[src/double_ended_queue_core_macros.svh]
// ----------------------------------------------------------------------------
// double_ended_queue_core_macros.svh
// Assertion macros shared by the deque RTL.
// ----------------------------------------------------------------------------
`ifndef DOUBLE_ENDED_QUEUE_CORE_MACROS_SVH
`define DOUBLE_ENDED_QUEUE_CORE_MACROS_SVH

// Checked on every edge outside reset.
`define DQ_ASSERT(label, prop, msg) \
  label: assert property (@(posedge clk) disable iff (!rst_n) prop) else $error(msg);

// Checked on every edge, reset included.
`define DQ_ASSERT_ALWAYS(label, prop, msg) \
  label: assert property (@(posedge clk) prop) else $error(msg);

`endif

[src/dq_pkg.sv]
// ----------------------------------------------------------------------------
// dq_pkg
// Types and constants shared by the deque core, its cell row and its cells.
// ----------------------------------------------------------------------------
package dq_pkg;

  localparam int DEPTH_DEF      = 16;
  localparam int DATA_WIDTH_DEF = 32;
  localparam int FUNC_W         = 3;
  localparam int STATUS_W       = 2;
  localparam int VALUE_W        = 32;

  typedef enum logic [FUNC_W-1:0] {
    FN_PUSH_BACK  = 3'd0,
    FN_PUSH_FRONT = 3'd1,
    FN_POP_BACK   = 3'd2,
    FN_POP_FRONT  = 3'd3,
    FN_PEEK_FRONT = 3'd4,
    FN_PEEK_BACK  = 3'd5
  } func_t;

  typedef enum logic [STATUS_W-1:0] {
    ST_OK    = 2'd0,
    ST_FULL  = 2'd1,
    ST_EMPTY = 2'd2
  } status_t;

  // Command broadcast to every cell of the row.
  typedef enum logic [2:0] {
    CMD_HOLD,
    CMD_PUSH_FRONT,
    CMD_PUSH_BACK,
    CMD_POP_FRONT,
    CMD_POP_BACK
  } cmd_t;

  // Status of the row as seen by the controller.
  typedef struct packed {
    logic front_valid;  // cell 0 occupied: deque not empty
    logic last_valid;   // last cell occupied: deque full
  } row_stat_t;

endpackage

[src/dq_cell.sv]
// ----------------------------------------------------------------------------
// dq_cell
// One slot of the deque row: a data word and an occupied flag, updated from
// its neighbors according to the broadcast command.
// ----------------------------------------------------------------------------
module dq_cell #(
  parameter int DATA_WIDTH = dq_pkg::DATA_WIDTH_DEF
) (
  input  logic                  clk,
  input  logic                  rst_n,
  input  dq_pkg::cmd_t          cmd,
  input  logic [DATA_WIDTH-1:0] push_data,
  input  logic                  left_valid,
  input  logic [DATA_WIDTH-1:0] left_data,
  input  logic                  right_valid,
  input  logic [DATA_WIDTH-1:0] right_data,
  output logic                  valid_o,
  output logic [DATA_WIDTH-1:0] data_o,
  output logic [DATA_WIDTH-1:0] tail_data_o
);

  logic                  valid_r, valid_nxt;
  logic [DATA_WIDTH-1:0] data_r, data_nxt;

  always_comb begin
    valid_nxt = valid_r;
    data_nxt  = data_r;
    unique case (cmd)
      dq_pkg::CMD_PUSH_FRONT: begin
        valid_nxt = left_valid;
        data_nxt  = left_data;
      end
      dq_pkg::CMD_PUSH_BACK: begin
        // first free slot takes the new word
        valid_nxt = valid_r | left_valid;
        if (!valid_r && left_valid) begin
          data_nxt = push_data;
        end
      end
      dq_pkg::CMD_POP_FRONT: begin
        valid_nxt = right_valid;
        data_nxt  = right_data;
      end
      dq_pkg::CMD_POP_BACK: begin
        valid_nxt = valid_r & right_valid;
      end
      default: begin
      end
    endcase
  end

  always_ff @(posedge clk) begin
    if (!rst_n) begin
      valid_r <= 1'b0;
    end else begin
      valid_r <= valid_nxt;
    end
  end

  always_ff @(posedge clk) begin
    data_r <= data_nxt;
  end

  assign valid_o     = valid_r;
  assign data_o      = data_r;
  // only the back entry drives the shared back-read bus
  assign tail_data_o = (valid_r && !right_valid) ? data_r : '0;

endmodule

[src/dq_row.sv]
// ----------------------------------------------------------------------------
// dq_row
// Row of DEPTH cells. Cell 0 holds the front entry; occupied cells are always
// a contiguous run from cell 0. The back entry is read through a one-hot OR.
// ----------------------------------------------------------------------------
`include "double_ended_queue_core_macros.svh"

module dq_row #(
  parameter int DEPTH      = dq_pkg::DEPTH_DEF,
  parameter int DATA_WIDTH = dq_pkg::DATA_WIDTH_DEF
) (
  input  logic                  clk,
  input  logic                  rst_n,
  input  dq_pkg::cmd_t          cmd,
  input  logic [DATA_WIDTH-1:0] push_data,
  output logic [DATA_WIDTH-1:0] front_data,
  output logic [DATA_WIDTH-1:0] back_data,
  output dq_pkg::row_stat_t     stat
);

  logic [DEPTH-1:0]      valid;
  logic [DATA_WIDTH-1:0] data      [DEPTH];
  logic [DATA_WIDTH-1:0] tail_data [DEPTH];

  for (genvar i = 0; i < DEPTH; i++) begin : g_cell
    logic                  lv, rv;
    logic [DATA_WIDTH-1:0] ld, rd;

    if (i == 0) begin : g_first
      assign lv = 1'b1;
      assign ld = push_data;
    end else begin : g_mid_l
      assign lv = valid[i-1];
      assign ld = data[i-1];
    end

    if (i == DEPTH-1) begin : g_last
      assign rv = 1'b0;
      assign rd = data[i];
    end else begin : g_mid_r
      assign rv = valid[i+1];
      assign rd = data[i+1];
    end

    dq_cell #(
      .DATA_WIDTH (DATA_WIDTH)
    ) u_cell (
      .clk         (clk),
      .rst_n       (rst_n),
      .cmd         (cmd),
      .push_data   (push_data),
      .left_valid  (lv),
      .left_data   (ld),
      .right_valid (rv),
      .right_data  (rd),
      .valid_o     (valid[i]),
      .data_o      (data[i]),
      .tail_data_o (tail_data[i])
    );
  end

  always_comb begin
    back_data = '0;
    for (int i = 0; i < DEPTH; i++) begin
      back_data = back_data | tail_data[i];
    end
  end

  assign front_data       = data[0];
  assign stat.front_valid = valid[0];
  assign stat.last_valid  = valid[DEPTH-1];

  // occupied cells form a run starting at cell 0
  `DQ_ASSERT(a_valid_contig, $onehot({1'b0, valid} + (DEPTH+1)'(1)), "dq_row: gap in valid run")

endmodule

[src/double_ended_queue_core.sv]
// ----------------------------------------------------------------------------
// double_ended_queue_core
// Bounded double-ended queue built as a row of shifting cells.
//
//   channel | direction | ports                                   | handshake
//   --------+-----------+-----------------------------------------+------------
//   in      | input     | in_func, in_value                       | valid/ready
//   out     | output    | out_status, out_data_out, out_is_empty, | valid/ready
//           |           | out_occupancy                           |
//
// One operation per cycle while in_ready is high: the cells shift or load in the cycle of transfer
// and the result sits in the output register from the next cycle on.
// The cycle is set by the back-read path: a one-hot OR over all DEPTH cells.
// in_ready stays high while the output register is empty or being drained,
// so a stalled out side holds at most one result and then stops input.
// Synchronous reset empties the row (all occupied flags clear).
// ----------------------------------------------------------------------------
`include "double_ended_queue_core_macros.svh"

module double_ended_queue_core #(
  parameter  int DEPTH      = dq_pkg::DEPTH_DEF,
  parameter  int DATA_WIDTH = dq_pkg::DATA_WIDTH_DEF,
  localparam int CNT_W      = $clog2(DEPTH + 1)
) (
  input  logic                              clk,
  input  logic                              rst_n,
  // input channel
  input  logic                              in_valid,
  output logic                              in_ready,
  input  logic [dq_pkg::FUNC_W-1:0]         in_func,
  input  logic signed [dq_pkg::VALUE_W-1:0] in_value,
  // result channel
  output logic                              out_valid,
  input  logic                              out_ready,
  output logic [dq_pkg::STATUS_W-1:0]       out_status,
  output logic signed [dq_pkg::VALUE_W-1:0] out_data_out,
  output logic                              out_is_empty,
  output logic [CNT_W-1:0]                  out_occupancy
);

  localparam int VW = dq_pkg::VALUE_W;

  logic                  in_xfer;
  logic [DATA_WIDTH-1:0] push_data;
  logic [DATA_WIDTH-1:0] front_data, back_data;
  dq_pkg::row_stat_t     stat;
  dq_pkg::cmd_t          cmd_c, row_cmd;
  dq_pkg::status_t       status_c;
  logic [DATA_WIDTH-1:0] rd_c;
  logic [VW-1:0]         rd_ext;
  logic                  full, empty;

  // fill count
  logic [CNT_W-1:0] fill_r, fill_nxt;

  // output register
  logic                    out_valid_r, out_valid_nxt;
  logic [1:0]              status_r;
  logic [VW-1:0]           data_out_r;
  logic                    is_empty_r;
  logic [CNT_W-1:0]        occ_r;

  assign in_ready = !out_valid_r || out_ready;
  assign in_xfer  = in_valid && in_ready;

  // fit the pushed value to the stored width; fit the read word to 32 bits
  if (DATA_WIDTH <= VW) begin : g_narrow
    assign push_data = in_value[DATA_WIDTH-1:0];
    if (DATA_WIDTH == VW) begin : g_eq
      assign rd_ext = rd_c;
    end else begin : g_lt
      assign rd_ext = {{(VW-DATA_WIDTH){rd_c[DATA_WIDTH-1]}}, rd_c};
    end
  end else begin : g_wide
    assign push_data = {{(DATA_WIDTH-VW){in_value[VW-1]}}, in_value};
    assign rd_ext    = rd_c[VW-1:0];
  end

  assign full  = stat.last_valid;
  assign empty = !stat.front_valid;

  // decode: status, cell command, read word, next fill count
  always_comb begin
    status_c = dq_pkg::ST_OK;
    cmd_c    = dq_pkg::CMD_HOLD;
    rd_c     = '0;
    fill_nxt = fill_r;
    unique case (in_func)
      dq_pkg::FN_PUSH_BACK: begin
        if (full) begin
          status_c = dq_pkg::ST_FULL;
        end else begin
          cmd_c    = dq_pkg::CMD_PUSH_BACK;
          fill_nxt = fill_r + CNT_W'(1);
        end
      end
      dq_pkg::FN_PUSH_FRONT: begin
        if (full) begin
          status_c = dq_pkg::ST_FULL;
        end else begin
          cmd_c    = dq_pkg::CMD_PUSH_FRONT;
          fill_nxt = fill_r + CNT_W'(1);
        end
      end
      dq_pkg::FN_POP_BACK: begin
        if (empty) begin
          status_c = dq_pkg::ST_EMPTY;
        end else begin
          cmd_c    = dq_pkg::CMD_POP_BACK;
          rd_c     = back_data;
          fill_nxt = fill_r - CNT_W'(1);
        end
      end
      dq_pkg::FN_POP_FRONT: begin
        if (empty) begin
          status_c = dq_pkg::ST_EMPTY;
        end else begin
          cmd_c    = dq_pkg::CMD_POP_FRONT;
          rd_c     = front_data;
          fill_nxt = fill_r - CNT_W'(1);
        end
      end
      dq_pkg::FN_PEEK_FRONT: begin
        if (empty) begin
          status_c = dq_pkg::ST_EMPTY;
        end else begin
          rd_c = front_data;
        end
      end
      dq_pkg::FN_PEEK_BACK: begin
        if (empty) begin
          status_c = dq_pkg::ST_EMPTY;
        end else begin
          rd_c = back_data;
        end
      end
      default: begin
        // unknown code: no change, ok status
      end
    endcase
  end

  assign row_cmd = in_xfer ? cmd_c : dq_pkg::CMD_HOLD;

  dq_row #(
    .DEPTH      (DEPTH),
    .DATA_WIDTH (DATA_WIDTH)
  ) u_row (
    .clk        (clk),
    .rst_n      (rst_n),
    .cmd        (row_cmd),
    .push_data  (push_data),
    .front_data (front_data),
    .back_data  (back_data),
    .stat       (stat)
  );

  always_comb begin
    out_valid_nxt = out_valid_r;
    if (in_xfer) begin
      out_valid_nxt = 1'b1;
    end else if (out_ready) begin
      out_valid_nxt = 1'b0;
    end
  end

  always_ff @(posedge clk) begin
    if (!rst_n) begin
      fill_r      <= '0;
      out_valid_r <= 1'b0;
    end else begin
      out_valid_r <= out_valid_nxt;
      if (in_xfer) begin
        fill_r <= fill_nxt;
      end
    end
  end

  // result payload, loaded on every input transfer
  always_ff @(posedge clk) begin
    if (in_xfer) begin
      status_r   <= status_c;
      data_out_r <= rd_ext;
      is_empty_r <= (fill_nxt == '0);
      occ_r      <= fill_nxt;
    end
  end

  assign out_valid     = out_valid_r;
  assign out_status    = status_r;
  assign out_data_out  = data_out_r;
  assign out_is_empty  = is_empty_r;
  assign out_occupancy = occ_r;

  // fill count tracks the row's occupied flags at both ends
  `DQ_ASSERT(a_empty_match, ((fill_r == '0) == empty), "dq: fill count and front flag disagree")
  `DQ_ASSERT(a_full_match, ((fill_r == CNT_W'(DEPTH)) == full), "dq: fill count and last flag disagree")
  `DQ_ASSERT(a_fill_bound, (fill_r <= CNT_W'(DEPTH)), "dq: fill count above depth")
  // refused push leaves the count alone
  `DQ_ASSERT(a_full_hold, (in_xfer && status_c == dq_pkg::ST_FULL) |=> (fill_r == $past(fill_r)), "dq: refused push changed count")

endmodule
[config.mk]
export PLATFORM = sky130hd
export DESIGN_NAME = double_ended_queue_core
export DESIGN_NICKNAME = d
export VERILOG_FILES = /design/src/dq_pkg.sv /design/src/dq_cell.sv /design/src/dq_row.sv /design/src/double_ended_queue_core.sv
export VERILOG_INCLUDE_DIRS = /design/src /design/src/src
export SDC_FILE = /design/constraint.sdc
export NUM_CORES = 1
export LEC_CHECK = 0
export BUFFER_PORTS_ARGS = -buffer_cell sky130_fd_sc_hd__clkbuf_2
export CAP_MARGIN = 20
export CORE_MARGIN = 4
export CORE_UTILIZATION = 45
export CTS_BUF_LIST = sky130_fd_sc_hd__clkbuf_8
export DETAILED_ROUTE_END_ITERATION = 10
export PLACE_DENSITY_LB_ADDON = 0.15
export REMOVE_ABC_BUFFERS = 1
export SYNTH_ARGS = -nofsm -noshare
export SYNTH_HDL_FRONTEND = slang
export SYNTH_SLANG_ARGS = --single-unit
[constraint.sdc]
create_clock -name clk -period 7.4 [get_ports clk]
set_input_delay 0 -clock clk [delete_from_list [all_inputs] [get_ports clk]]
set_output_delay 0 -clock clk [all_outputs]
set_load 0.01 [all_outputs]
# Word-level counts from Yosys, hierarchy flattened
# Cells that the tools add are included.
[totals]
input_bits = 39
regBits = 574
word_cells = 255
out_inout_bits = 42
[op_classes]
n_mux = 81
reduce_logical = 64
add_sub_neg = 2
bitwise = 45
n_eq_ne = 25
[op_table]
columns = ["operator", "n"]
rows = [
  ["32-bit one-hot mux with 3 select lines", 15],
  ["32-bit two-way mux", 34],
  ["32-bit OR", 15],
  ["32-bit one-hot mux with 2 select lines", 2],
  ["1-bit one-hot mux with 4 select lines", 14],
  ["2-bit != test (second input constant)", 16],
  ["2-bit AND reduction", 16],
  ["1-bit logical AND", 16],
  ["1-bit zero test", 16],
  ["1-bit bitwise AND", 15],
  ["1-bit OR", 15],
  ["3-bit by 2-bit == test with 1-bit output (second input constant)", 4],
  ["3-bit one-hot mux with 4 select lines", 1],
  ["2-bit OR reduction", 6],
  ["5-bit two-way mux", 2],
  ["5-bit one-hot mux with 2 select lines", 1],
  ["3-bit == test (second input constant)", 3],
  ["3-bit nonzero test", 3],
  ["3-bit by 1-bit == test with 1-bit output (second input constant)", 2],
  ["2-bit two-way mux", 3],
  ["3-bit two-way mux", 2],
  ["1-bit one-hot mux with 3 select lines", 2],
  ["5-bit by 1-bit adder with 5-bit output (second input constant)", 1],
  ["5-bit zero test", 1],
  ["8 further kinds", 12],
]

# Depth between registers and ports, before layout
[logic_depth]
depth_word = 20
ltp_mapped = 10
depth_no_buf = 7

# Hierarchy
# From an unflattened synthesis, not the netlist that was laid out.
[unflattened]
cells_unflattened = 3344
area_unflattened_um2 = 36734.0
[by_module_without_submodules]
columns = ["module", "n_inst", "seq_area_each_um2", "cells_each", "area_each_um2"]
rows = [
  ["dq_cell", 16, 980.9, 187, 2094.5],
  ["double_ended_queue_core", 1, 1321.3, 188, 2198.4],
  ["dq_row", 1, 0.0, 164, 1023.5],
]

# Worst setup path before layout
# Ideal clock, no wire load.
[synth_path]
kind = "register -> register"
startpoint = "register u_row.g_cell[15].u_cell.valid_r"
endpoint = "register u_row.g_cell[15].u_cell.data_r[0] (enable)"
setup_slack_ns = 2.910
path_buffers = 0
arrival_time_ns = 3.988
setup_ns = 0.502
path_stages_with_launch = 3
t_required_ns = 6.898
period_less_slack_ns = 4.490
cell_sequence = "dfxtp_1 or3_1 nor4_1"
[synth_via]
elab_chain_cells = 6
elab_cells_between_ends = 11
classes_between = "3 x eq/ne; 4 x mux; 4 x reduce/logical"
[synth_lines]
columns = ["element", "line_no", "text"]
rows = [
  ["start, declared", "dq_cell.sv:22", "logic valid_r, valid_nxt;"],
  ["start signal, assigned", "dq_cell.sv:56", "valid_r <= valid_nxt;"],
  ["1-bit two-way mux / 2-bit two-way mux (equally long branches)", "double_ended_queue_core.sv:98, double_ended_queue_core.sv:90", ""],
  ["3-bit one-hot mux with 4 select lines", "double_ended_queue_core.sv:88", "unique case (in_func)"],
  ["3-bit two-way mux", "double_ended_queue_core.sv:143", "assign row_cmd = in_xfer ? cmd_c : dq_pkg::CMD_HOLD;"],
  ["3-bit by 2-bit == test with 1-bit output / 3-bit by 1-bit == test with 1-bit output (equally long branches)", "dq_cell.sv:28", "unique case (cmd)"],
  ["2-bit != test (no line) / 2-bit nonzero test (equally long branches)", "n/a", ""],
  ["2-bit AND reduction (no line) *", "n/a", ""],
  ["end signal, assigned", "dq_cell.sv:61", "data_r <= data_nxt;"],
  ["end, declared", "dq_cell.sv:23", "logic [DATA_WIDTH-1:0] data_r, data_nxt;"],
]
# Every way passes the cells marked *; elsewhere a longest branch is shown, timed or not.
# A chain may end at the register's enable or synchronous reset.

# Worst setup path after layout
[layout_path]
startpoint = "register u_row.g_cell[0].u_cell.valid_r"
endpoint = "register u_row.g_cell[11].u_cell.data_r[9] (data pin)"
[layout_via]
elab_chain_cells = 5
elab_cells_between_ends = 8
classes_between = "3 x eq/ne; 5 x mux"
[layout_lines]
columns = ["element", "line_no"]
rows = [
  ["start, declared", "dq_cell.sv:22"],
  ["start signal, assigned", "dq_cell.sv:56"],
  ["2-bit two-way mux / 3-bit two-way mux (equally long branches)", "double_ended_queue_core.sv:115, double_ended_queue_core.sv:106"],
  ["3-bit one-hot mux with 4 select lines *", "double_ended_queue_core.sv:88"],
  ["3-bit two-way mux *", "double_ended_queue_core.sv:143"],
  ["3-bit by 2-bit == test with 1-bit output / 3-bit by 1-bit == test with 1-bit output (equally long branches)", "dq_cell.sv:28"],
  ["32-bit one-hot mux with 3 select lines *", "dq_cell.sv:28"],
  ["named net u_row.g_cell[11].u_cell.data_nxt[9]", "dq_cell.sv:23"],
  ["end signal, assigned", "dq_cell.sv:61"],
  ["end, declared", "dq_cell.sv:23"],
]
# Mark *: on every way through the listed nets, which the timed path passes. The rest lies on a longest branch.

==> metrics.yaml <==
worstHoldPathCells: 4
synth-seq-cells: 574
reg2reg_slack_ps: 2890
avgViaCountPerCell: 6.38
cts_buffers: 98
rows: 93
synthTopCellsByArea: "edfxtp_1 (56%), o21ai_0 (9.1%), a21oi_1 (8.5%), nand2_1 (7.2%), a22oi_1 (4.1%)"
fin_crit_sh_pct: 60.9
dieArea_sq_um: 69400
ant_nets: 0
core_sq_um: 64600
cts.clk_slew.worst_paths_ps: 60
routedWlPerCell_um: 25.9
fmax_mhz: 222
antenna_found_initial: 2
first_global_vias: 23000
grt_overflow: 0
tns_ps: 0
syn_avg_cell_area_sq_um: 9.80
rsz0062_at_grt: "false"
dp_hpwl_um: 50700
grt_max_degree: 265
areaGrowthSynthToFinish_pct: 11.2
multi_input_area_sq_um: 11200
synth_edf_count: 552
holdPathEnd: "u_row.g_cell[1].u_cell.valid_o$_SDFFE_PN0P_"
cts_tree: "done"
hp-class: "in2reg"
r2r-end: "u_row.g_cell[11].u_cell.data_o[9]$_DFFE_PP_"
drive_above_1_share_pct: 9.95
clock_sinks: 574
first_pass_iters: 7
grt_use_total_pct: 27.9
wl_um: 102000
io_pins: 81
drc: 0
timing.critical_path.arrival_ps: 4990
dieHeight_um: 263
synth_cells: 2998
htreeDepth: 3
fillers: 5947
drv_cap: 0
regArea_sq_um: 17000
routabilityCongestion: 0.815
worst_skew_pair.late_latency_ps: 700
port_buffers: 80
p_leak_nw: 11.9
hold_viol_final: 0
async_flop_share_pct: 0
die_w_um: 263
vias: 25100
power.density_nw_per_um2: 212
yosysTopAreaCell: "edfxtp_1"
layout_common_cells: "nand2_1 (566), edfxtp_1 (552), o21ai_0 (522)"
worstPathRequired_ps: 7880
yosysSeqAreaShare_pct: 57.9
grt_pass1_wl_um: 149000
path_class: "reg2reg"
status: "finished, final reports clean"
critPathCaptureType: "flop"
worstReg2RegStart: "u_row.g_cell[0].u_cell.valid_o$_SDFFE_PN0P_"
ys_types: 60
fin_crit_ps: 4510
ys_warn_count: 0
layout_commonest_cell: "nand2_1"
hp-start: "in_func[0]"
initial_utilization_pct: 45.5
synth_flop_cell: "edfxtp_1"
start_kind: "flop"
setup_violations: 0
crit_fanout: 264
nNetsFinal: 3035
reg2regPathDepth: 8
peakVddDrop_v: 0.000132
synth.top_cell.area_share_pct: 56.4
clock_skew_ps: 25.6
whs_ps: 61.8
relSlewSlack_pct: 15.4
worstMarginPinSlew_ps: 1270
slew_viol_final: 0
clockBufferDepth: 3
cts_root_buffer: "clkbuf_8"
drt-initial-drc-count: 3837
syn_area_sq_um: 29400
-- Yosys cell counts, types with 5 or more instances --
library cell	count
buf_4	14
nand4_1	51
buf_1	16
inv_1	55
o31ai_1	5
a221oi_1	49
mux2i_1	5
xor2_1	5
a22oi_1	159
a311oi_1	7
nand2_1	566
edfxtp_1	552
o32ai_1	7
buf_2	95
nor3_1	6
a22o_1	62
nand3_1	5
clkbuf_1	156
o21ai_1	20
o21ai_0	535
nor2_1	30
dfxtp_1	22
a21oi_1	499
nor2b_1	16
-- cell type report --
type                       instances  share of cell area (%)
antenna                            1                 0.00767
clock buffer                     109                    4.60
clock inverter                    71                   0.935
inverter                          55                   0.632
multi-input combinational       2084                    34.3
sequential                       574                    52.1
tap                              855                    3.28
timing repair buffer             181                    4.12
-- how the worst max path moves through the flow --
stage	startpoint	end	cells past startpoint
after CTS	u_row.g_cell[0].u_cell.valid_o$_SDFFE_PN0P_	u_row.g_cell[2].u_cell.data_o[16]$_DFFE_PP_	8
after global routing	u_row.g_cell[0].u_cell.valid_o$_SDFFE_PN0P_	u_row.g_cell[2].u_cell.data_o[16]$_DFFE_PP_	8
after global placement	u_row.g_cell[0].u_cell.valid_o$_SDFFE_PN0P_	u_row.g_cell[2].u_cell.data_o[16]$_DFFE_PP_	8
after detailed placement	u_row.g_cell[0].u_cell.valid_o$_SDFFE_PN0P_	u_row.g_cell[2].u_cell.data_o[16]$_DFFE_PP_	8
after floorplan	u_row.g_cell[15].u_cell.valid_o$_SDFFE_PN0P_	u_row.g_cell[0].u_cell.data_o[0]$_DFFE_PP_	3
final	u_row.g_cell[0].u_cell.valid_o$_SDFFE_PN0P_	u_row.g_cell[11].u_cell.data_o[9]$_DFFE_PP_	8
-- layer usage --
layer	vias to the layer above	wire length [um]	GRT usage, %
met5	-	0	0
met4	0	2990	9.36
met3	217	11900	5.46
met2	1620	45000	42.2
met1	12100	41900	40.4
li1	11200	-	-
-- where the power goes --
group	total [mW]	internal [mW]	switching (mW)
sequential	3.66	3.62	0.0420
clock	2.71	1.37	1.34
combinational	0.565	0.178	0.387
total	6.94	5.17	1.77
-- through the flow --
stage	area [sq um]	std cells	utilization (%)	power, mW	worst slack [ps]
3_5_place_dp	30300	3697	46.9	4.25	3200
5_1_grt	32600	3930	50.5	7.18	2800
2_1_floorplan	28100	2713	-	4.12	-19430
3_3_place_gp	30300	3697	46.9	4.24	3380
4_1_cts	32500	3916	50.3	6.97	3150
6_report	32600	3930	50.5	6.94	2890
-- worst max-delay path: stages (launching register included) --
cell and delay (ps):
dfxtp_1 720, nor2b_1 180, nor4_4 880, buf_4 430, buf_4 370, and2_4 240, buf_12 710, a21oi_1 170
o21ai_0 270
-- sequential cells by signal, indices dropped and copies added (netlist names) --
signal / count
u_row.g_cell.u_cell.data_o: 512
out_occupancy: 5
out_is_empty: 1
fill_r: 5
u_row.g_cell.u_cell.valid_o: 16
out_valid: 1
out_data_out: 32
out_status: 2
-- timing repair --
action | in CTS | in global routing
resized for setup | 0 | 0
endpoints found under the hold margin | 91 | 0
buffers inserted | 0 | 0
hold buffers | 39 | 0
-- cells by family after synthesis --
kind of cell	after synthesis	share of synthesized area [%]
fa+ha+maj	2	0.0852
mux	5	0.170
xor+xnor	7	0.209
simple gates	704	10.0
buf+inv	340	5.03
compound gates	1366	26.5
flops	574	57.9
(Power assumes the default switching activity.)
